--- config.mk ---
export PLATFORM = sky130hd
export DESIGN_NAME = pooling_buffer_address_sequencer
export DESIGN_NICKNAME = d
export VERILOG_FILES = /design/src/hdl/pbas_pkg.sv /design/src/hdl/pooling_buffer_address_sequencer.sv /design/src/hdl/pbas_rd_gen.sv
export VERILOG_INCLUDE_DIRS = /design/src /design/src/hdl
export SDC_FILE = /design/constraint.sdc
export NUM_CORES = 1
export LEC_CHECK = 0
export ABC_AREA = 1
export CORE_ASPECT_RATIO = 1.4
export CORE_MARGIN = 4
export CORE_UTILIZATION = 68
export CTS_CLUSTER_DIAMETER = 120
export DETAILED_ROUTE_END_ITERATION = 7
export DONT_BUFFER_PORTS = 1
export PLACE_DENSITY = 0.91
export SYNTH_ARGS = -nofsm -noshare
export SYNTH_HDL_FRONTEND = slang
export SYNTH_SLANG_ARGS = --single-unit
--- constraint.sdc ---
create_clock -name clk -period 13 [get_ports clk]
set_clock_uncertainty 0.15 [all_clocks]
set_input_delay 0.65 -clock clk [delete_from_list [all_inputs] [get_ports clk]]
set_output_delay 0.65 -clock clk [all_outputs]
set_load 0.01 [all_outputs]
--- src/hdl/pooling_buffer_address_sequencer_defines.svh ---
// Assertion macros for the pooling buffer address sequencer.
`ifndef POOLING_BUFFER_ADDRESS_SEQUENCER_DEFINES_SVH
`define POOLING_BUFFER_ADDRESS_SEQUENCER_DEFINES_SVH

`ifndef SYNTHESIS

// Same-cycle implication, sampled on clk, off while rst_n is low.
`define PBAS_ASSERT(lbl, ante, cons, msg) \
  lbl: assert property (@(posedge clk) disable iff (!rst_n) (ante) |-> (cons)) \
    else $error(msg);

// Next-cycle implication, sampled on clk, off while rst_n is low.
`define PBAS_ASSERT_NEXT(lbl, ante, cons, msg) \
  lbl: assert property (@(posedge clk) disable iff (!rst_n) (ante) |=> (cons)) \
    else $error(msg);

`else

`define PBAS_ASSERT(lbl, ante, cons, msg)
`define PBAS_ASSERT_NEXT(lbl, ante, cons, msg)

`endif

`endif

--- src/hdl/pbas_pkg.sv ---
// Shared widths, codes and types of the pooling buffer address sequencer.
package pbas_pkg;

  localparam int BUS_WIDTH_DEF = 16;

  localparam int ROW_LEN_W = 13;
  localparam int CH_CNT_W  = 11;
  localparam int CHAN_W    = 10;
  localparam int CHUNK_W   = 8;
  localparam int SLOT_W    = 3;
  localparam int ADDR_W    = 23;
  localparam int LEN_W     = 5;
  localparam int COUNT_W   = 22;
  localparam int OP_W      = 2;
  localparam int CFG_IDX_W = 1;

  localparam logic [ROW_LEN_W-1:0] ROW_LEN_RST = ROW_LEN_W'(16);
  localparam logic [CH_CNT_W-1:0]  CH_CNT_RST  = CH_CNT_W'(1);
  localparam logic [COUNT_W-1:0]   COUNT_MAX   = '1;

  // input op codes
  localparam logic [OP_W-1:0] OP_START  = 2'd0;
  localparam logic [OP_W-1:0] OP_TICK   = 2'd1;
  localparam logic [OP_W-1:0] OP_RESULT = 2'd2;

  // result kinds
  localparam logic KIND_READ  = 1'b0;
  localparam logic KIND_WRITE = 1'b1;

  // configuration register indexes
  localparam logic [CFG_IDX_W-1:0] CFG_ROW_LENGTH    = 1'b0;
  localparam logic [CFG_IDX_W-1:0] CFG_CHANNEL_COUNT = 1'b1;

  typedef enum logic [2:0] {
    PH_IDLE = 3'b001,
    PH_DIST = 3'b010,
    PH_SENT = 3'b100
  } phase_t;

  // read request fields for the current counter position
  typedef struct packed {
    logic [ADDR_W-1:0]  addr;
    logic [LEN_W-1:0]   len;
    logic [CHAN_W-1:0]  channel;
    logic [CHUNK_W-1:0] chunk;
  } rd_req_t;

  // read sequencer status
  typedef struct packed {
    logic sweeping; // distributing
    logic sent;     // all reads issued
    logic last;     // a tick now issues the final read
  } rd_stat_t;

endpackage

--- src/hdl/pooling_buffer_address_sequencer.sv ---
// Top level of the pooling buffer address sequencer.
//
// Address sequencer for a 2x2 pooling buffer. A start beat (op 0) clears the
// read counters, the result count and the finished mark and begins the read
// sweep. Each tick beat (op 1) during the sweep yields one read request for
// one chunk of one of the two rows of a channel: rows step first, then
// chunks (BUS_WIDTH elements, the row's last one shorter), then channels;
// after the last channel out_all_sent stays high until the next start. Each
// result beat (op 2) yields one write of its bit at
// (channel*row_length)/2 + chunk*BUS_WIDTH/2 + slot and is counted;
// out_finished rises once the count reaches channel_count*(row_length/2).
// Ticks outside the sweep and op 3 produce no output beat. Throughput is one
// input beat per clock while out_stall does not hold the output register; a
// beat passes the input register, then the output register, with all counter
// updates in the stage between. Each stage advances whenever the output
// register is empty or being taken, so out_stall reaches in_stall through one
// gate of logic. The write-address multiply and the expected-count multiply
// sit in front of registers, fed from the next-cycle configuration values.
// Configure only while no beat is in flight.
`include "pooling_buffer_address_sequencer_defines.svh"

module pooling_buffer_address_sequencer #(
  parameter int BUS_WIDTH = pbas_pkg::BUS_WIDTH_DEF
) (
  input  logic                           clk,
  input  logic                           rst_n,
  // configuration
  input  logic                           cfg_we,
  input  logic [pbas_pkg::CFG_IDX_W-1:0] cfg_index,
  input  logic [pbas_pkg::ROW_LEN_W-1:0] cfg_wdata,
  // input beats
  input  logic                           in_valid,
  output logic                           in_stall,
  input  logic [pbas_pkg::OP_W-1:0]      in_op,
  input  logic [pbas_pkg::CHAN_W-1:0]    in_result_channel,
  input  logic [pbas_pkg::CHUNK_W-1:0]   in_result_chunk,
  input  logic [pbas_pkg::SLOT_W-1:0]    in_result_slot,
  input  logic                           in_result_bit,
  // output beats
  output logic                           out_valid,
  input  logic                           out_stall,
  output logic                           out_kind,
  output logic [pbas_pkg::ADDR_W-1:0]    out_mem_address,
  output logic [pbas_pkg::LEN_W-1:0]     out_chunk_length,
  output logic [pbas_pkg::CHAN_W-1:0]    out_tag_channel,
  output logic [pbas_pkg::CHUNK_W-1:0]   out_tag_chunk,
  output logic                           out_write_bit,
  output logic                           out_all_sent,
  output logic                           out_finished
);

  localparam int ADDR_W  = pbas_pkg::ADDR_W;
  localparam int COUNT_W = pbas_pkg::COUNT_W;
  localparam int HALF_BW = BUS_WIDTH / 2;

  // ---------------- configuration ----------------
  logic [pbas_pkg::ROW_LEN_W-1:0] row_length_r, row_length_nxt;
  logic [pbas_pkg::CH_CNT_W-1:0]  channel_count_r, channel_count_nxt;
  logic [ADDR_W-1:0]              required_r;    // channel_count*(row_length/2)
  logic [pbas_pkg::CHAN_W-1:0]    last_ch;

  always_comb begin
    row_length_nxt    = row_length_r;
    channel_count_nxt = channel_count_r;
    if (cfg_we) begin
      unique case (cfg_index)
        pbas_pkg::CFG_ROW_LENGTH:    row_length_nxt    = cfg_wdata;
        pbas_pkg::CFG_CHANNEL_COUNT: channel_count_nxt = cfg_wdata[pbas_pkg::CH_CNT_W-1:0];
        default: ;
      endcase
    end
  end

  always_ff @(posedge clk) begin
    if (!rst_n) begin
      row_length_r    <= pbas_pkg::ROW_LEN_RST;
      channel_count_r <= pbas_pkg::CH_CNT_RST;
    end else begin
      row_length_r    <= row_length_nxt;
      channel_count_r <= channel_count_nxt;
    end
  end

  // tracks the live registers in step, not behind them: computed from next values
  always_ff @(posedge clk) begin
    if (!rst_n) begin
      required_r <= ADDR_W'(pbas_pkg::CH_CNT_RST) * ADDR_W'(pbas_pkg::ROW_LEN_RST >> 1);
    end else begin
      required_r <= ADDR_W'(channel_count_nxt) * ADDR_W'(row_length_nxt >> 1);
    end
  end

  // sweep ends at channel_count-1, clamped into the tag range
  always_comb begin
    if (channel_count_r == '0) begin
      last_ch = '0;
    end else if (channel_count_r > pbas_pkg::CH_CNT_W'(2 ** pbas_pkg::CHAN_W)) begin
      last_ch = '1;
    end else begin
      last_ch = pbas_pkg::CHAN_W'(channel_count_r - 1'b1);
    end
  end

  // ---------------- stage 1: input register ----------------
  logic                            s1_valid_r;
  logic [pbas_pkg::OP_W-1:0]       s1_op_r;
  logic [pbas_pkg::CHUNK_W-1:0]    s1_chunk_r;
  logic [pbas_pkg::SLOT_W-1:0]     s1_slot_r;
  logic                            s1_bit_r;
  logic [ADDR_W-1:0]               s1_prod_r;    // result_channel * row_length
  logic                            s1_adv, s1_fire, in_fire;
  logic                            out_valid_r;

  assign s1_adv   = !out_valid_r || !out_stall;
  assign s1_fire  = s1_valid_r && s1_adv;
  assign in_stall = s1_valid_r && !s1_adv;
  assign in_fire  = in_valid && !in_stall;

  always_ff @(posedge clk) begin
    if (!rst_n) begin
      s1_valid_r <= 1'b0;
    end else if (!in_stall) begin
      s1_valid_r <= in_valid;
    end
  end

  always_ff @(posedge clk) begin
    if (in_fire) begin
      s1_op_r    <= in_op;
      s1_chunk_r <= in_result_chunk;
      s1_slot_r  <= in_result_slot;
      s1_bit_r   <= in_result_bit;
      s1_prod_r  <= ADDR_W'(in_result_channel) * ADDR_W'(row_length_nxt);
    end
  end

  // ---------------- stage 2: sequencing ----------------
  logic               start, tick, res;
  pbas_pkg::rd_req_t  rd_req;
  pbas_pkg::rd_stat_t rd_stat;

  always_comb begin
    start = 1'b0;
    tick  = 1'b0;
    res   = 1'b0;
    unique case (s1_op_r)
      pbas_pkg::OP_START:  start = s1_fire;
      pbas_pkg::OP_TICK:   tick  = s1_fire;
      pbas_pkg::OP_RESULT: res   = s1_fire;
      default: ;
    endcase
  end

  pbas_rd_gen #(
    .BUS_WIDTH (BUS_WIDTH)
  ) u_rd_gen (
    .clk        (clk),
    .rst_n      (rst_n),
    .start      (start),
    .tick       (tick),
    .row_length (row_length_r),
    .last_ch    (last_ch),
    .req        (rd_req),
    .stat       (rd_stat)
  );

  // result count and finished mark; count saturates
  logic [COUNT_W-1:0] written_r, written_nxt, written_inc;
  logic               done_r, done_nxt;

  always_comb begin
    written_inc = written_r + 1'b1;
    written_nxt = written_r;
    done_nxt    = done_r;
    if (start) begin
      written_nxt = '0;
      done_nxt    = 1'b0;
    end else if (res && (written_r != pbas_pkg::COUNT_MAX)) begin
      written_nxt = written_inc;
      if ({1'b0, written_inc} == required_r) begin
        done_nxt = 1'b1;
      end
    end
  end

  always_ff @(posedge clk) begin
    if (!rst_n) begin
      written_r <= '0;
      done_r    <= 1'b0;
    end else begin
      written_r <= written_nxt;
      done_r    <= done_nxt;
    end
  end

  logic              tick_out, s1_has_res;
  logic [ADDR_W-1:0] wr_addr;

  assign tick_out   = (s1_op_r == pbas_pkg::OP_TICK) && rd_stat.sweeping;
  assign s1_has_res = tick_out || (s1_op_r == pbas_pkg::OP_RESULT);
  assign wr_addr    = (s1_prod_r >> 1) + ADDR_W'(s1_chunk_r) * ADDR_W'(HALF_BW)
                    + ADDR_W'(s1_slot_r);

  // ---------------- output register ----------------
  logic                          out_kind_r;
  logic [ADDR_W-1:0]             out_mem_address_r;
  logic [pbas_pkg::LEN_W-1:0]    out_chunk_length_r;
  logic [pbas_pkg::CHAN_W-1:0]   out_tag_channel_r;
  logic [pbas_pkg::CHUNK_W-1:0]  out_tag_chunk_r;
  logic                          out_write_bit_r;
  logic                          out_all_sent_r;
  logic                          out_finished_r;

  always_ff @(posedge clk) begin
    if (!rst_n) begin
      out_valid_r <= 1'b0;
    end else if (s1_adv) begin
      out_valid_r <= s1_valid_r && s1_has_res;
    end
  end

  always_ff @(posedge clk) begin
    if (s1_fire && s1_has_res) begin
      out_finished_r <= done_nxt;
      if (tick_out) begin
        out_kind_r         <= pbas_pkg::KIND_READ;
        out_mem_address_r  <= rd_req.addr;
        out_chunk_length_r <= rd_req.len;
        out_tag_channel_r  <= rd_req.channel;
        out_tag_chunk_r    <= rd_req.chunk;
        out_write_bit_r    <= 1'b0;
        out_all_sent_r     <= rd_stat.sent || rd_stat.last;
      end else begin
        out_kind_r         <= pbas_pkg::KIND_WRITE;
        out_mem_address_r  <= wr_addr;
        out_chunk_length_r <= '0;
        out_tag_channel_r  <= '0;
        out_tag_chunk_r    <= '0;
        out_write_bit_r    <= s1_bit_r;
        out_all_sent_r     <= rd_stat.sent;
      end
    end
  end

  assign out_valid        = out_valid_r;
  assign out_kind         = out_kind_r;
  assign out_mem_address  = out_mem_address_r;
  assign out_chunk_length = out_chunk_length_r;
  assign out_tag_channel  = out_tag_channel_r;
  assign out_tag_chunk    = out_tag_chunk_r;
  assign out_write_bit    = out_write_bit_r;
  assign out_all_sent     = out_all_sent_r;
  assign out_finished     = out_finished_r;

  // ---------------- assertions ----------------
  `PBAS_ASSERT_NEXT(a_res_loaded, s1_fire && s1_has_res, out_valid_r, "result beat lost")
  `PBAS_ASSERT(a_stall_has_item, in_stall, s1_valid_r, "input stalled with empty stage")
  `PBAS_ASSERT(a_write_clean, out_valid_r && (out_kind_r == pbas_pkg::KIND_WRITE), (out_chunk_length_r == '0) && (out_tag_channel_r == '0) && (out_tag_chunk_r == '0), "write beat carries read fields")

endmodule

--- src/hdl/pbas_rd_gen.sv ---
// Read request sequencer: row, chunk and channel counters with the read address.
module pbas_rd_gen #(
  parameter int BUS_WIDTH = pbas_pkg::BUS_WIDTH_DEF
) (
  input  logic                           clk,
  input  logic                           rst_n,
  input  logic                           start,
  input  logic                           tick,
  input  logic [pbas_pkg::ROW_LEN_W-1:0] row_length,
  input  logic [pbas_pkg::CHAN_W-1:0]    last_ch,
  output pbas_pkg::rd_req_t              req,
  output pbas_pkg::rd_stat_t             stat
);

  localparam int ADDR_W = pbas_pkg::ADDR_W;
  localparam int OFF_W  = $clog2((2 ** pbas_pkg::CHUNK_W) * BUS_WIDTH);
  localparam int CMP_W  = ((OFF_W > pbas_pkg::ROW_LEN_W) ? OFF_W : pbas_pkg::ROW_LEN_W) + 1;
  localparam logic [CMP_W-1:0] BW_C  = CMP_W'(BUS_WIDTH);
  localparam logic [OFF_W-1:0] BW_O  = OFF_W'(BUS_WIDTH);

  pbas_pkg::phase_t                 phase_r, phase_nxt;
  logic [pbas_pkg::CHAN_W-1:0]      channel_r, channel_nxt;
  logic [pbas_pkg::CHUNK_W-1:0]     chunk_r, chunk_nxt;
  logic                             row_r, row_nxt;
  logic [OFF_W-1:0]                 chunk_off_r, chunk_off_nxt;

  logic [CMP_W-1:0] off_ext, rl_ext, off_step, rest;
  logic             chunk_end, chan_end;

  always_comb begin
    off_ext   = CMP_W'(chunk_off_r);
    rl_ext    = CMP_W'(row_length);
    off_step  = off_ext + BW_C;
    // chunk+1 >= ceil(rl/BW) without a divide; 256 chunks at most
    chunk_end = (off_step >= rl_ext) || (chunk_r == '1);
    chan_end  = (channel_r >= last_ch);
    rest      = (rl_ext > off_ext) ? (rl_ext - off_ext) : '0;
  end

  // channel base from the live row length, so a reconfigured shape applies at once
  always_comb begin
    req.addr    = ADDR_W'(channel_r) * (ADDR_W'(row_length) << 1)
                + (row_r ? ADDR_W'(row_length) : '0) + ADDR_W'(chunk_off_r);
    req.len     = (rest < BW_C) ? rest[pbas_pkg::LEN_W-1:0] : BW_C[pbas_pkg::LEN_W-1:0];
    req.channel = channel_r;
    req.chunk   = chunk_r;
    stat.sweeping = (phase_r == pbas_pkg::PH_DIST);
    stat.sent     = (phase_r == pbas_pkg::PH_SENT);
    stat.last     = row_r && chunk_end && chan_end;
  end

  always_comb begin
    phase_nxt     = phase_r;
    channel_nxt   = channel_r;
    chunk_nxt     = chunk_r;
    row_nxt       = row_r;
    chunk_off_nxt = chunk_off_r;
    if (start) begin
      phase_nxt     = pbas_pkg::PH_DIST;
      channel_nxt   = '0;
      chunk_nxt     = '0;
      row_nxt       = 1'b0;
      chunk_off_nxt = '0;
    end else begin
      unique case (phase_r)
        pbas_pkg::PH_DIST: begin
          if (tick) begin
            row_nxt = ~row_r;
            if (row_r) begin
              if (chunk_end) begin
                chunk_nxt     = '0;
                chunk_off_nxt = '0;
                if (chan_end) begin
                  channel_nxt   = '0;
                  phase_nxt     = pbas_pkg::PH_SENT;
                end else begin
                  channel_nxt   = channel_r + 1'b1;
                end
              end else begin
                chunk_nxt     = chunk_r + 1'b1;
                chunk_off_nxt = chunk_off_r + BW_O;
              end
            end
          end
        end
        default: ;
      endcase
    end
  end

  always_ff @(posedge clk) begin
    if (!rst_n) begin
      phase_r     <= pbas_pkg::PH_IDLE;
      channel_r   <= '0;
      chunk_r     <= '0;
      row_r       <= 1'b0;
      chunk_off_r <= '0;
    end else begin
      phase_r     <= phase_nxt;
      channel_r   <= channel_nxt;
      chunk_r     <= chunk_nxt;
      row_r       <= row_nxt;
      chunk_off_r <= chunk_off_nxt;
    end
  end

endmodule
Word-level counts from Yosys, hierarchy flattened
Cells that the tools add are included.
{ "word_totals": {"reg_bits": 193, "input_bits": 43, "output_inout_bits": 52, "elab_cells": 113} }
{ "classes": {"addsub": 11, "multipliers": 3, "order_cmp": 5, "n_eq_ne": 7, "n_mux": 27, "bitwise": 2, "reduce_logical": 31} }
{ "op_table": {"columns": ["operator", "n"], "rows": [
  ["2-to-1 mux 13 bit", 3],
  ["2-to-1 mux 10 bit", 3],
  ["adder 22 x 11 -> 23 bit", 1],
  ["adder 23 x 12 -> 23 bit", 1],
  ["adder 23 bit", 1],
  ["adder 23 x 3 -> 23 bit", 1],
  ["== test 22 x 23 -> 1 bit", 1],
  ["multiplier 10 x 13 -> 23 bit", 1],
  ["multiplier 11 x 12 -> 23 bit", 1],
  ["2-to-1 mux 23 bit", 1],
  ["adder 22 x 1 -> 22 bit, second input constant", 1],
  ["multiplier 10 x 13 -> 22 bit", 1],
  ["2-to-1 mux 11 bit", 2],
  ["inequality test 22 bit, second input constant", 1],
  [">= comparator 14 x 13 -> 1 bit", 1],
  ["less-than comparator 14 x 5 -> 1 bit, second input constant", 1],
  ["2-to-1 mux 14 bit", 1],
  ["subtractor 13 x 12 -> 14 bit", 1],
  ["adder 12 x 5 -> 13 bit, second input constant", 1],
  ["greater-than comparator 13 x 12 -> 1 bit", 1],
  ["adder 12 x 5 -> 12 bit, second input constant", 1],
  ["2-to-1 mux 12 bit", 1],
  ["2-to-1 mux 2 bit", 6],
  ["greater-than comparator 11 bit, second input constant", 1],
  ["24 further kinds", 52]
]} }

Logic depth before layout (Yosys ltp)
Gate-level depths: netlist of the first run.
{ "logic_depth": {"word_depth": 10, "depth_mapped": 34, "ltp_nobuf": 32} }

By module
Synthesis of the first run repeated with hierarchy kept, for this count alone.
{ "unflattened": {"cells_unflattened": 3181, "hier_area_um2": 24029.3} }
{ "modules_own_cells": {"columns": ["mod", "n_inst", "cells_each", "area_each_um2", "seq_area_each_um2"], "rows": [
  ["pooling_buffer_address_sequencer", 1, 1975, 15875.2, 4023.9],
  ["pbas_rd_gen", 1, 1206, 8154.1, 600.6]
]} }

Least setup slack after synthesis of the first run
Ideal clock, no wire load.
{ "synth_path": {"path_kind": "register to register", "startpoint": "register u_rd_gen.channel_r[3] (netlist bit)", "endpoint": "register out_mem_address_r[22] (netlist: out_mem_address[22]) (data pin)", "setup_time_ps": 254, "t_arrival_ps": 6267, "t_required_ps": 12596, "setup_slack_ps": 6329, "stages_incl_launch_ff": 34, "n_path_buf": 2, "synth_period_minus_slack_ps": 6671, "path_cell_list": "dfxtp_1 clkbuf_1 clkbuf_1 nand2_1 fa_1 inv_1 fa_1 inv_1 fa_1 inv_1 fa_1 inv_1 fa_1 inv_1 ha_1 nand2_1 inv_1 a21oi_1 nand2_1 xnor2_1 fa_1 inv_1 ha_1 nand2_1 nor2_1 inv_1 nor3_1 nand2_1 nand2_1 nand3_1 nor2_1 nand4_1 nand3_1 nand2_1"} }
{ "synth_between": {"elab_chain_cells": 4} }
{ "synth_lines": {"columns": ["element", "line", "rtl"], "rows": [
  ["start: declaration", "pbas_rd_gen.sv:22", "logic [pbas_pkg::CHAN_W-1:0] channel_r, channel_nxt;"],
  ["start signal: assignment", "pbas_rd_gen.sv:100", "channel_r <= channel_nxt;"],
  ["multiplier 10 x 13 -> 22 bit", "pbas_rd_gen.sv:42", "req.addr = ADDR_W'(channel_r) * (ADDR_W'(row_length) << 1)"],
  ["adder 23 bit", "pbas_rd_gen.sv:43", "+ (row_r ? ADDR_W'(row_length) : '0) + ADDR_W'(chunk_off_r);"],
  ["adder 23 x 12 -> 23 bit", "pbas_rd_gen.sv:43", null],
  ["2-to-1 mux 23 bit", "pooling_buffer_address_sequencer.sv:225", "if (tick_out) begin"],
  ["end signal: assignment", "pooling_buffer_address_sequencer.sv:227", "out_mem_address_r <= rd_req.addr;"],
  ["end signal: assignment", "pooling_buffer_address_sequencer.sv:235", "out_mem_address_r <= wr_addr;"],
  ["end: declaration", "pooling_buffer_address_sequencer.sv:206", "logic [ADDR_W-1:0] out_mem_address_r;"]
]} }
Every way passes these cells.
A chain may end at the register's enable or synchronous reset.

Worst setup path in the final report of the first run
{ "layout_path": {"startpoint": "register u_rd_gen.channel_r[3] (netlist bit)", "endpoint": "register out_mem_address_r[18] (netlist: out_mem_address[18]) (data pin)"} }
The elaborated chain is that of the path after synthesis.

==> flow_summary.yaml, run 1 <==
synth:
  synthFlopType: "dfxtp_1"
  synth_enable_flop_cells: 86
  ys_ff_latch: 188
  synth_cells: 3183
  netlist_area_um2: 23800
  synthArstFlopShare_pct: 0
  yosys-top-cells-area: "fa_1 (23%), ha_1 (12%), nand2_1 (12%), edfxtp_1 (11%), inv_1 (10%)"
  avgSynthCellArea_um2: 7.49
  yosysTopAreaCellShare_pct: 22.7
  yosysTopAreaCell: "fa_1"
  ys_seq_area_share_pct: 19.4
  synth_cell_types: 50
  ys_warn_count: 0
floorplan:
  core_um2: 34300
  rows: 80
  die_h_um: 229
  die_w_um: 166
  dieArea_um2: 38100
  start_util_pct: 69.4
  ioPinCount: 95
critical_path:
  regToRegSetupSlack_ps: 5740
  crit_required_ps: 13050
  timing.rr.end: "out_mem_address[18]$_DFFE_PP_"
  path_common_cell: "inv_1"
  end_kind: "register"
  crit_fanout: 17
  cp.arrival_ps: 7310
  rr_startpoint: "u_rd_gen.channel_r[3]$_SDFFE_PP0P_"
  crit_type: "reg2reg"
  crit_path_max_incr_delay_ps: 780
  slowest_stage: "dfxtp_1"
  start_kind: "register"
  reg2reg_depth: 31
timing:
  timing.setup.tns_ps: 0
  tightestPinTransition_ps: 847
  layout_setup_ws_ps: 5740
  relSlewSlack_pct: 43.1
  max_freq_mhz: 138
  min_period_ps: 7260
  final_max_slew_viol_count: 0
  setup_viol: 0
  finalHoldViolCount: 0
  fin_crit_sh_pct: 55.9
  rsz0062_at_grt: "no"
outcome:
  status: "complete, no violations"
global_routing:
  antenna_found_initial: 2
  grt_pass1_wl_mm: 104
  grt_max_degree: 45
  grt_use_total_pct: 33.7
  grt_pass1_vias: 21400
  grt_overflow_total: 0
hold_path:
  hold_start: "rst_n"
  worst_hold_path_type: "in2reg"
  min_path_cells: 1
  hold_path_end: "row_length_r[4]$_SDFF_PN1_"
routing:
  route.detailed.drc: 0
  initialDrtViolationCount: 1888
  ant_nets: 0
  wl_met1_mm: 22.7
  drt_pass1_iterations: 5
  drt-total-wl_mm: 64.9
  viasPerCell: 5.83
  avgRoutedWirePerCell_um: 18.0
  met3_length_mm: 4.69
  top_layer: "met5"
  wl_met2_mm: 33.5
  vias: 21100
finish:
  layout-drive-gt1-share_pct: 3.48
  finish.utilization_pct: 72.5
  final_area_um2: 24900
  synthToLayoutAreaGrowth_pct: 4.44
  num-nets-final: 3692
cts:
  clk_path_buf_depth: 2
  htreeDepth: 4
  ctsResizeCount: 0
  postCtsSetupBuffers: 0
  clk_latency_ps: 470
  cts-root-buf: "clkbuf_16"
  cts_buffers: 17
  clk_pin_slew_ps: 80
  cts.sinks: 188
  cts_tree: "yes"
  cts-hold-fix-buffers: 0
placed_design:
  port_buffers: 0
  placed_area_um2: 24300
  dpl.hpwl_mm: 52.5
  gp_congestion: 1.01
  pre_cts_ws_ps: 5790
pwr:
  p_clk_share_pct: 17.5
  p_leak_nw: 13.2
  swShare_pct: 46.4
  total_power_mw: 3.17
  p_int_mw: 1.70
  power_frac_seq_pct: 25.4
  vdd_ir_drop_max_mv: 0.147
  pwr_density_cell_nw_per_um2: 128
  p_sw_mw: 1.47
  combinationalPowerShare_pct: 57.0
run:
  maxCapViolCount: 0
==> worst max-delay path, delay by kind of cell (launching register included) <==
kind,cells,cell delay (ps)
flops,1,780
buf+inv,8,440
xor+xnor,1,160
fa+ha+maj,8,3790
compound gates,2,240
simple gates,12,1450
==> cells in the mapped netlist, types with 4 or more instances <==
cell / count
nand2_1: 749
inv_1: 652
nor2_1: 306
fa_1: 270
ha_1: 235
a21oi_1: 160
nand3_1: 135
o21ai_0: 126
dfxtp_1: 102
edfxtp_1: 86
clkbuf_1: 76
xor2_1: 40
nand4_1: 31
xnor2_1: 31
nor3_1: 18
o21ai_1: 14
nor2_2: 12
a31oi_1: 11
nand3b_1: 11
nand2_2: 10
o31ai_1: 9
and2_1: 8
clkinv_1: 8
o21bai_1: 8
or2_2: 7
inv_2: 6
o211ai_1: 6
a21o_1: 5
nor2_4: 5
o21a_1: 5
o32ai_1: 5
buf_2: 4
nand2_4: 4
==> through the flow <==
| stage | hold WS [ps] | cells |
|---|---|---|
| finish | 113 | 3609 |
| global route | 102 | 3609 |
| CTS | 99.1 | 3608 |
| detailed placement | 305 | 3576 |
| global placement | 297 | 3576 |
| floorplan | 286 | 3184 |
==> state kept, by name, indices dropped and copies added, names as in the netlist, 8 cells and up <==
| name | cells |
|---|---|
| u_rd_gen.channel_r | 10 |
| u_rd_gen.chunk_r | 8 |
| written_r | 22 |
| out_mem_address | 23 |
| out_tag_chunk | 8 |
| channel_count_r | 11 |
| s1_chunk_r | 8 |
| out_tag_channel | 10 |
| required_r | 23 |
| s1_prod_r | 22 |
| u_rd_gen.chunk_off_r | 8 |
| row_length_r | 13 |
==> final cells by class <==
type,instances,area (um2)
inverter,666,2500
tap,451,564
clock inverter,14,194
timing repair buffer,23,173
clock buffer,18,429
sequential,188,4620
fill,2677,9450
multi-input combinational,2248,16400
antenna,1,2.50
==> power by group through the flow <==
stage / Clock, mW / Sequential (mW) / Combinational (mW)
after CTS: 0.557 / 0.805 / 1.79
after floorplan: 0 / 0.790 / 1.34
after global placement: 0 / 0.814 / 1.71
final: 0.556 / 0.808 / 1.81
after global routing: 0.580 / 0.812 / 2.05
after detailed placement: 0 / 0.818 / 1.76
==> cell families (layout without fill, tap and decap cells) <==
family	count (synthesis)	after routing	share of synthesized area (%)
AO/OA/AOI/OAI	361	361	8.22
XOR/XNOR	71	71	2.61
adder cells (fa/ha/maj)	505	505	35.0
buffers and inverters	748	721	11.8
flip-flops	188	188	19.4
multiplexers	1	1	0.0420
other	2	4	0.0315
AND/OR/NAND/NOR	1307	1307	22.8
==> metal layers <==
metal  vias up  track usage (%)
met5         -                0
met4         2             19.0
met3       280             6.02
met2       984             61.5
met1     10000             36.8
li1       9754                -
==> placed cells by master (no fill, tap or decap), types with 6 or more instances in the layout <==
cell | Yosys | routed
a21oi_1 | 160 | 160
a31oi_1 | 11 | 11
and2_1 | 8 | 8
buf_4 | 1 | 23
clkbuf_16 | 0 | 17
clkinv_1 | 8 | 8
dfxtp_1 | 102 | 102
edfxtp_1 | 86 | 86
fa_1 | 270 | 270
ha_1 | 235 | 235
inv_1 | 652 | 652
inv_2 | 6 | 6
nand2_1 | 749 | 748
nand2_2 | 10 | 11
nand3_1 | 135 | 135
nand3b_1 | 11 | 11
nand4_1 | 31 | 31
nor2_1 | 306 | 306
nor2_2 | 12 | 12
nor3_1 | 18 | 18
o211ai_1 | 6 | 6
o21ai_0 | 126 | 126
o21ai_1 | 14 | 14
o21bai_1 | 8 | 8
o31ai_1 | 9 | 9
or2_2 | 7 | 7
xnor2_1 | 31 | 31
xor2_1 | 40 | 40
==> worst max-delay path by stage <==
stage	from	to	slack (ps)	cells past startpoint
2_1_floorplan	u_rd_gen.channel_r[3]$_SDFFE_PP0P_	out_mem_address[22]$_DFFE_PP_	6330	33
3_3_place_gp	u_rd_gen.channel_r[3]$_SDFFE_PP0P_	out_mem_address[22]$_DFFE_PP_	5950	31
3_5_place_dp	u_rd_gen.channel_r[3]$_SDFFE_PP0P_	out_mem_address[18]$_DFFE_PP_	5790	31
4_1_cts	u_rd_gen.channel_r[3]$_SDFFE_PP0P_	out_mem_address[18]$_DFFE_PP_	5760	31
5_1_grt	u_rd_gen.channel_r[3]$_SDFFE_PP0P_	out_mem_address[18]$_DFFE_PP_	5300	31
6_report	u_rd_gen.channel_r[3]$_SDFFE_PP0P_	out_mem_address[18]$_DFFE_PP_	5740	31
No activity file was read; power rests on OpenSTA's default activity.
==> run 2, diff against run 1 <==
--- a/config.mk
+++ b/config.mk
@@ -9,11 +9,11 @@
 export ABC_AREA = 1
 export CORE_ASPECT_RATIO = 1.4
 export CORE_MARGIN = 4
-export CORE_UTILIZATION = 68
+export CORE_UTILIZATION = 67
 export CTS_CLUSTER_DIAMETER = 120
 export DETAILED_ROUTE_END_ITERATION = 7
 export DONT_BUFFER_PORTS = 1
-export PLACE_DENSITY = 0.91
+export PLACE_DENSITY = 0.9
 export SYNTH_ARGS = -nofsm -noshare
 export SYNTH_HDL_FRONTEND = slang
 export SYNTH_SLANG_ARGS = --single-unit
==> constraint.sdc (replaced) <==
create_clock -name clk -period 7.06 [get_ports clk]
set_clock_uncertainty 0.15 [all_clocks]
set_input_delay 0.353 -clock clk [delete_from_list [all_inputs] [get_ports clk]]
set_output_delay 0.353 -clock clk [all_outputs]
set_load 0.01 [all_outputs]
==> run 2 against run 1 <==
  * Sequential share of layout area down 0.31 points
  * Clock power up 75%
  * Design area is 2.0% higher
  * Worst setup slack got worse by 5400 ps
  * Maximum frequency up 8.3%
  * Via count rose by 0.66%
==> flow_summary.yaml, run 2 (synthesis gave the netlist of run 1 again) <==
outcome:
  status: "complete, no violations"
placed_design:
  dp.cells: 3614
  port_buffers: 0
  dpl.hpwl_mm: 54.8
  gp_congestion: 0.992
finish:
  finish.utilization_pct: 72.4
  fin_cells: 3667
  fillCellCount: 2789
  final_common_cell: "nand2_1"
  final_cell_mix: "nand2_1 (745), inv_1 (652), nor2_1 (303)"
  layout-drive-gt1-share_pct: 5.02
  num-nets-final: 3745
  synthToLayoutAreaGrowth_pct: 6.53
timing:
  final_max_slew_viol_count: 0
  max_freq_mhz: 149
  tightestPinTransition_ps: 1040
  finalHoldViolCount: 0
  setup_viol: 0
  min_period_ps: 6710
  fin_crit_sh_pct: 95.0
  timing.setup.tns_ps: 0
  rsz0062_at_grt: "no"
  hold_ws_ps: 70.9
  relSlewSlack_pct: 30.5
cts:
  clk_latency_ps: 470
  cts.sinks: 188
  clk_pin_slew_ps: 80
  cts_buffers: 17
  cts_tree: "yes"
  clk_path_buf_depth: 2
  htreeDepth: 4
  cts-root-buf: "clkbuf_16"
global_routing:
  grt_use_total_pct: 34.7
  grt_overflow_total: 0
  grt_max_degree: 52
  grt_pass1_wl_mm: 108
  antenna_found_initial: 4
  grt_pass1_vias: 21800
critical_path:
  crit_path_max_incr_delay_ps: 550
  path_common_cell: "nand2_1"
  crit_required_ps: 7140
  end_kind: "register"
  crit_type: "reg2reg"
  start_kind: "register"
  reg2reg_depth: 28
  timing.rr.end: "out_mem_address[21]$_DFFE_PP_"
  crit_fanout: 15
  cp.arrival_ps: 6780
  slowest_stage: "fa_1"
  rr_startpoint: "u_rd_gen.channel_r[8]$_SDFFE_PP0P_"
  regToRegSetupSlack_ps: 350
hold_path:
  min_path_cells: 3
  worst_hold_path_type: "in2reg"
  hold_path_end: "channel_count_r[4]$_SDFF_PN0_"
  hold_start: "cfg_wdata[4]"
pwr:
  swShare_pct: 46.6
  p_int_mw: 3.09
  vdd_ir_drop_max_mv: 0.302
  power_frac_seq_pct: 25.4
  p_clk_share_pct: 16.8
  pwr_density_cell_nw_per_um2: 228
  combinationalPowerShare_pct: 57.8
  p_leak_nw: 13.4
  p_sw_mw: 2.70
routing:
  wl_met2_mm: 34.2
  top_layer: "met5"
  viasPerCell: 5.78
  met3_length_mm: 4.91
  drt-total-wl_mm: 66.7
  initialDrtViolationCount: 1688
  ant_nets: 0
  drt_pass1_iterations: 6
  wl_met1_mm: 23.7
  vias: 21200
  avgRoutedWirePerCell_um: 18.2
  route.detailed.drc: 0
floorplan:
  die_h_um: 231
  die_w_um: 167
  core_um2: 35100
  dieArea_um2: 38700
  start_util_pct: 68.0
  ioPinCount: 95
  rows: 81
run:
  maxCapViolCount: 0
-- run 2: cell types whose count changed in the layout (fill, tap and decap cells not counted), sizes merged --
cell	change
clkinv	+2
buf	+33
dlygate4sd3	+20
bufinv	-1
clkinvlp	-1
-- run 2: stage by stage --
stage | total power, mW | cell area, um2 | setup slack (ps)
6_report | 5.79 | 25400 | 353
5_1_grt | 6.34 | 25400 | 13.2
4_1_cts | 5.77 | 25300 | 142
3_5_place_dp | 4.79 | 24500 | 182
3_3_place_gp | 4.68 | 24500 | 281
2_1_floorplan | 3.92 | 23800 | 389
-- run 2: worst max-delay path by stage --
stage / from / to / slack (ps)
after global routing: u_rd_gen.channel_r[8]$_SDFFE_PP0P_ / out_mem_address[18]$_DFFE_PP_ / 10
after detailed placement: u_rd_gen.channel_r[6]$_SDFFE_PP0P_ / out_mem_address[18]$_DFFE_PP_ / 180
after global placement: u_rd_gen.channel_r[6]$_SDFFE_PP0P_ / out_mem_address[22]$_DFFE_PP_ / 280
after CTS: u_rd_gen.channel_r[6]$_SDFFE_PP0P_ / out_mem_address[18]$_DFFE_PP_ / 140
final: u_rd_gen.channel_r[8]$_SDFFE_PP0P_ / out_mem_address[21]$_DFFE_PP_ / 350
after floorplan: u_rd_gen.channel_r[3]$_SDFFE_PP0P_ / out_mem_address[22]$_DFFE_PP_ / 390
-- run 2: worst max-delay path: cells and delay by family, from the launching register on --
family / cells / cell delay [ps]
XOR/XNOR: 1 / 150
flip-flops: 1 / 360
buffers and inverters: 5 / 440
AO/OA/AOI/OAI: 4 / 730
adder cells (fa/ha/maj): 8 / 3570
AND/OR/NAND/NOR: 10 / 1010
-- run 2: final cells by class --
cell class	count	area (um2)	share of cell area, %
multi-input cells	2248	16500	64.8
clock inverters	14	150	0.591
flip-flops and latches	188	4640	18.3
repair buffers	76	639	2.52
clock buffers	18	429	1.69
diodes	1	2.50	0.00986
inverters	666	2500	9.85
well taps	456	571	2.25
-- run 2: power groups by stage --
stage / registers, mW / logic, mW / clock network [mW]
global placement: 1.48 / 3.20 / 0
finish: 1.47 / 3.35 / 0.974
floorplan: 1.45 / 2.47 / 0
detailed placement: 1.49 / 3.30 / 0
global route: 1.48 / 3.83 / 1.02
CTS: 1.47 / 3.33 / 0.975
-- run 2: what timing repair did --
| action | in CTS | in global routing |
|---|---|---|
| endpoints found under the setup margin | 0 | 7 |
| gates resized for setup | 0 | 25 |
| hold endpoints to repair | 39 | 0 |
| hold buffers | 20 | 0 |
| buffers inserted | 0 | 0 |
-- run 2: layer usage --
layer	vias to the layer above	track usage, %
li1	9869	-
met4	6	17.4
met2	972	62.8
met1	10100	39.5
met3	253	5.82
met5	-	0
==> run 3, diff against run 2 <==
--- a/config.mk
+++ b/config.mk
@@ -7,12 +7,12 @@
 export NUM_CORES = 1
 export LEC_CHECK = 0
 export ABC_AREA = 1
+export BUFFER_PORTS_ARGS = -buffer_cell sky130_fd_sc_hd__buf_2
 export CORE_ASPECT_RATIO = 1.4
 export CORE_MARGIN = 4
-export CORE_UTILIZATION = 67
+export CORE_UTILIZATION = 65
 export CTS_CLUSTER_DIAMETER = 120
 export DETAILED_ROUTE_END_ITERATION = 7
-export DONT_BUFFER_PORTS = 1
 export PLACE_DENSITY = 0.9
 export SYNTH_ARGS = -nofsm -noshare
 export SYNTH_HDL_FRONTEND = slang
==> run 3 against run 2 <==
  * Clock-buffer cell count is 1 lower
  * Worst hold slack improved by 50 ps
  * Critical path depth grew 3
  * Critical path type unchanged
  * Critical endpoint is now out_mem_address[18]$_DFFE_PP_
  * Wire length up 0.66%
  * Utilization shrank 0.65 points
==> flow_summary.yaml, run 3 (synthesis gave the netlist of run 1 again) <==
pwr:
  pwr_density_cell_nw_per_um2: 230
  total_power_mw: 5.93
  vdd_ir_drop_max_mv: 0.268
  p_leak_nw: 13.8
timing:
  setup_viol: 0
  timing.setup.tns_ps: 0
  min_period_ps: 6720
  rsz0062_at_grt: "yes"
  hold_ws_ps: 121
  relSlewSlack_pct: 26.2
  finalHoldViolCount: 0
  max_freq_mhz: 149
  fin_crit_sh_pct: 95.2
  final_max_slew_viol_count: 0
  tightestPinTransition_ps: 1110
cts:
  clk_latency_ps: 470
  cts_buffers: 17
  htreeDepth: 4
  postCtsSetupBuffers: 0
  cts-root-buf: "clkbuf_16"
  clk_pin_slew_ps: 80
  cts_tree: "yes"
  cts.sinks: 188
  clk_path_buf_depth: 2
global_routing:
  grt_use_met2_pct: 61.6
  top_usage_layer: "met2"
  antenna_found_initial: 0
  grt_max_degree: 52
  grt_overflow_total: 0
  met3_usage_pct: 4.96
  grt_use_total_pct: 34.3
  grt_pass1_vias: 22200
  grt_pass1_wl_mm: 108
  grtUsageMet1_pct: 39.4
routing:
  vias: 21600
  drt_pass1_iterations: 6
  initialDrtViolationCount: 2033
  drt-total-wl_mm: 67.1
  avgRoutedWirePerCell_um: 17.8
  route.detailed.drc: 0
  viasPerCell: 5.74
  ant_nets: 0
floorplan:
  die_w_um: 170
  core_um2: 36000
  start_util_pct: 66.2
  rows: 82
  die_h_um: 235
  dieArea_um2: 39800
  ioPinCount: 95
critical_path:
  end_kind: "register"
  rr_startpoint: "row_length_r[7]$_SDFF_PN0_"
  cp.arrival_ps: 6780
  crit_type: "reg2reg"
  startpoint: "row_length_r[7]$_SDFF_PN0_"
  crit_fanout: 6
  slowest_stage: "fa_1"
  crit_required_ps: 7120
  start_kind: "register"
  crit_path_max_incr_delay_ps: 550
placed_design:
  port_buffers: 94
  dp.cells: 3714
  placed_area_um2: 25000
  gp_congestion: 0.991
  dpl.hpwl_mm: 54.2
finish:
  fin_cells: 3761
  final_common_cell: "nand2_1"
  final_cell_mix: "nand2_1 (746), inv_1 (652), nor2_1 (305)"
  num-nets-final: 3834
  layout-drive-gt1-share_pct: 7.61
  diodes: 0
  final_area_um2: 25800
  fillCellCount: 2814
  synthToLayoutAreaGrowth_pct: 8.42
hold_path:
  hold_start: "out_stall"
  worst_hold_path_type: "in2reg"
outcome:
  status: "complete, no violations"
run:
  maxCapViolCount: 0
## run 3: changes by cell type in the layout (fill, tap and decap cells not counted), moves of 3 or more
cell,before,now
buf_2,0,94
buf_4,52,55
dlygate4sd3_1,20,15
ha_1,231,234
inv_12,0,3
## run 3: timing repair
| action | 4_1_cts | 5_1_grt |
|---|---|---|
| resized for setup | 0 | 14 |
| hold buffers | 15 | 0 |
| hold endpoints to repair | 15 | 0 |
| endpoints found under the setup margin | 0 | 7 |
## run 3: path summary, 6_finish.rpt
path,depth (start not counted),end,slack [ps]
worst max-delay path,31,out_mem_address[18]$_DFFE_PP_,340
worst min-delay path,5,out_valid$_SDFFE_PN0N_,120
worst max register to register,31,out_mem_address[18]$_DFFE_PP_,340
worst min register to register,2,done_r$_SDFF_PN0_,320
## run 3: critical path, delay by kind of cell, from the launching register on
kind	cells	cell delay, ps
xor gates and xnor gates	1	160
DFF	1	450
AOI/OAI and AO/OA	2	260
buffers and inverters	7	370
and+or+nand+nor	13	1320
adders and majority gates	8	3750
## run 3: layout make-up
cell class / count / area (um2) / share of cell area, %
Clock buffer: 17 / 425 / 1.65
Clock inverter: 15 / 225 / 0.872
Inverter: 666 / 2500 / 9.68
Multi-Input combinational cell: 2248 / 16400 / 63.6
Sequential cell: 188 / 4630 / 17.9
Tap cell: 462 / 578 / 2.24
Timing Repair Buffer: 165 / 1040 / 4.04
## run 3: metal layers
layer / vias up / routed length, um
met5: - / 0
met4: 0 / 3900
met3: 278 / 4740
met2: 1032 / 34300
met1: 10200 / 24100
li1: 10000 / -
## run 3: per-stage QoR
step | worst slack [ps] | utilization [%]
2_1_floorplan | 389 | -
5_1_grt | -9.46 | 71.7
4_1_cts | 257 | 71.6
6_report | 338 | 71.7
3_5_place_dp | 282 | 69.4
3_3_place_gp | 398 | 69.4
## run 3: power breakdown
group | internal (mW) | switching (mW) | total [mW]
Clock | 0.526 | 0.525 | 1.05
Combinational | 1.27 | 2.14 | 3.41
Sequential | 1.38 | 0.0970 | 1.47
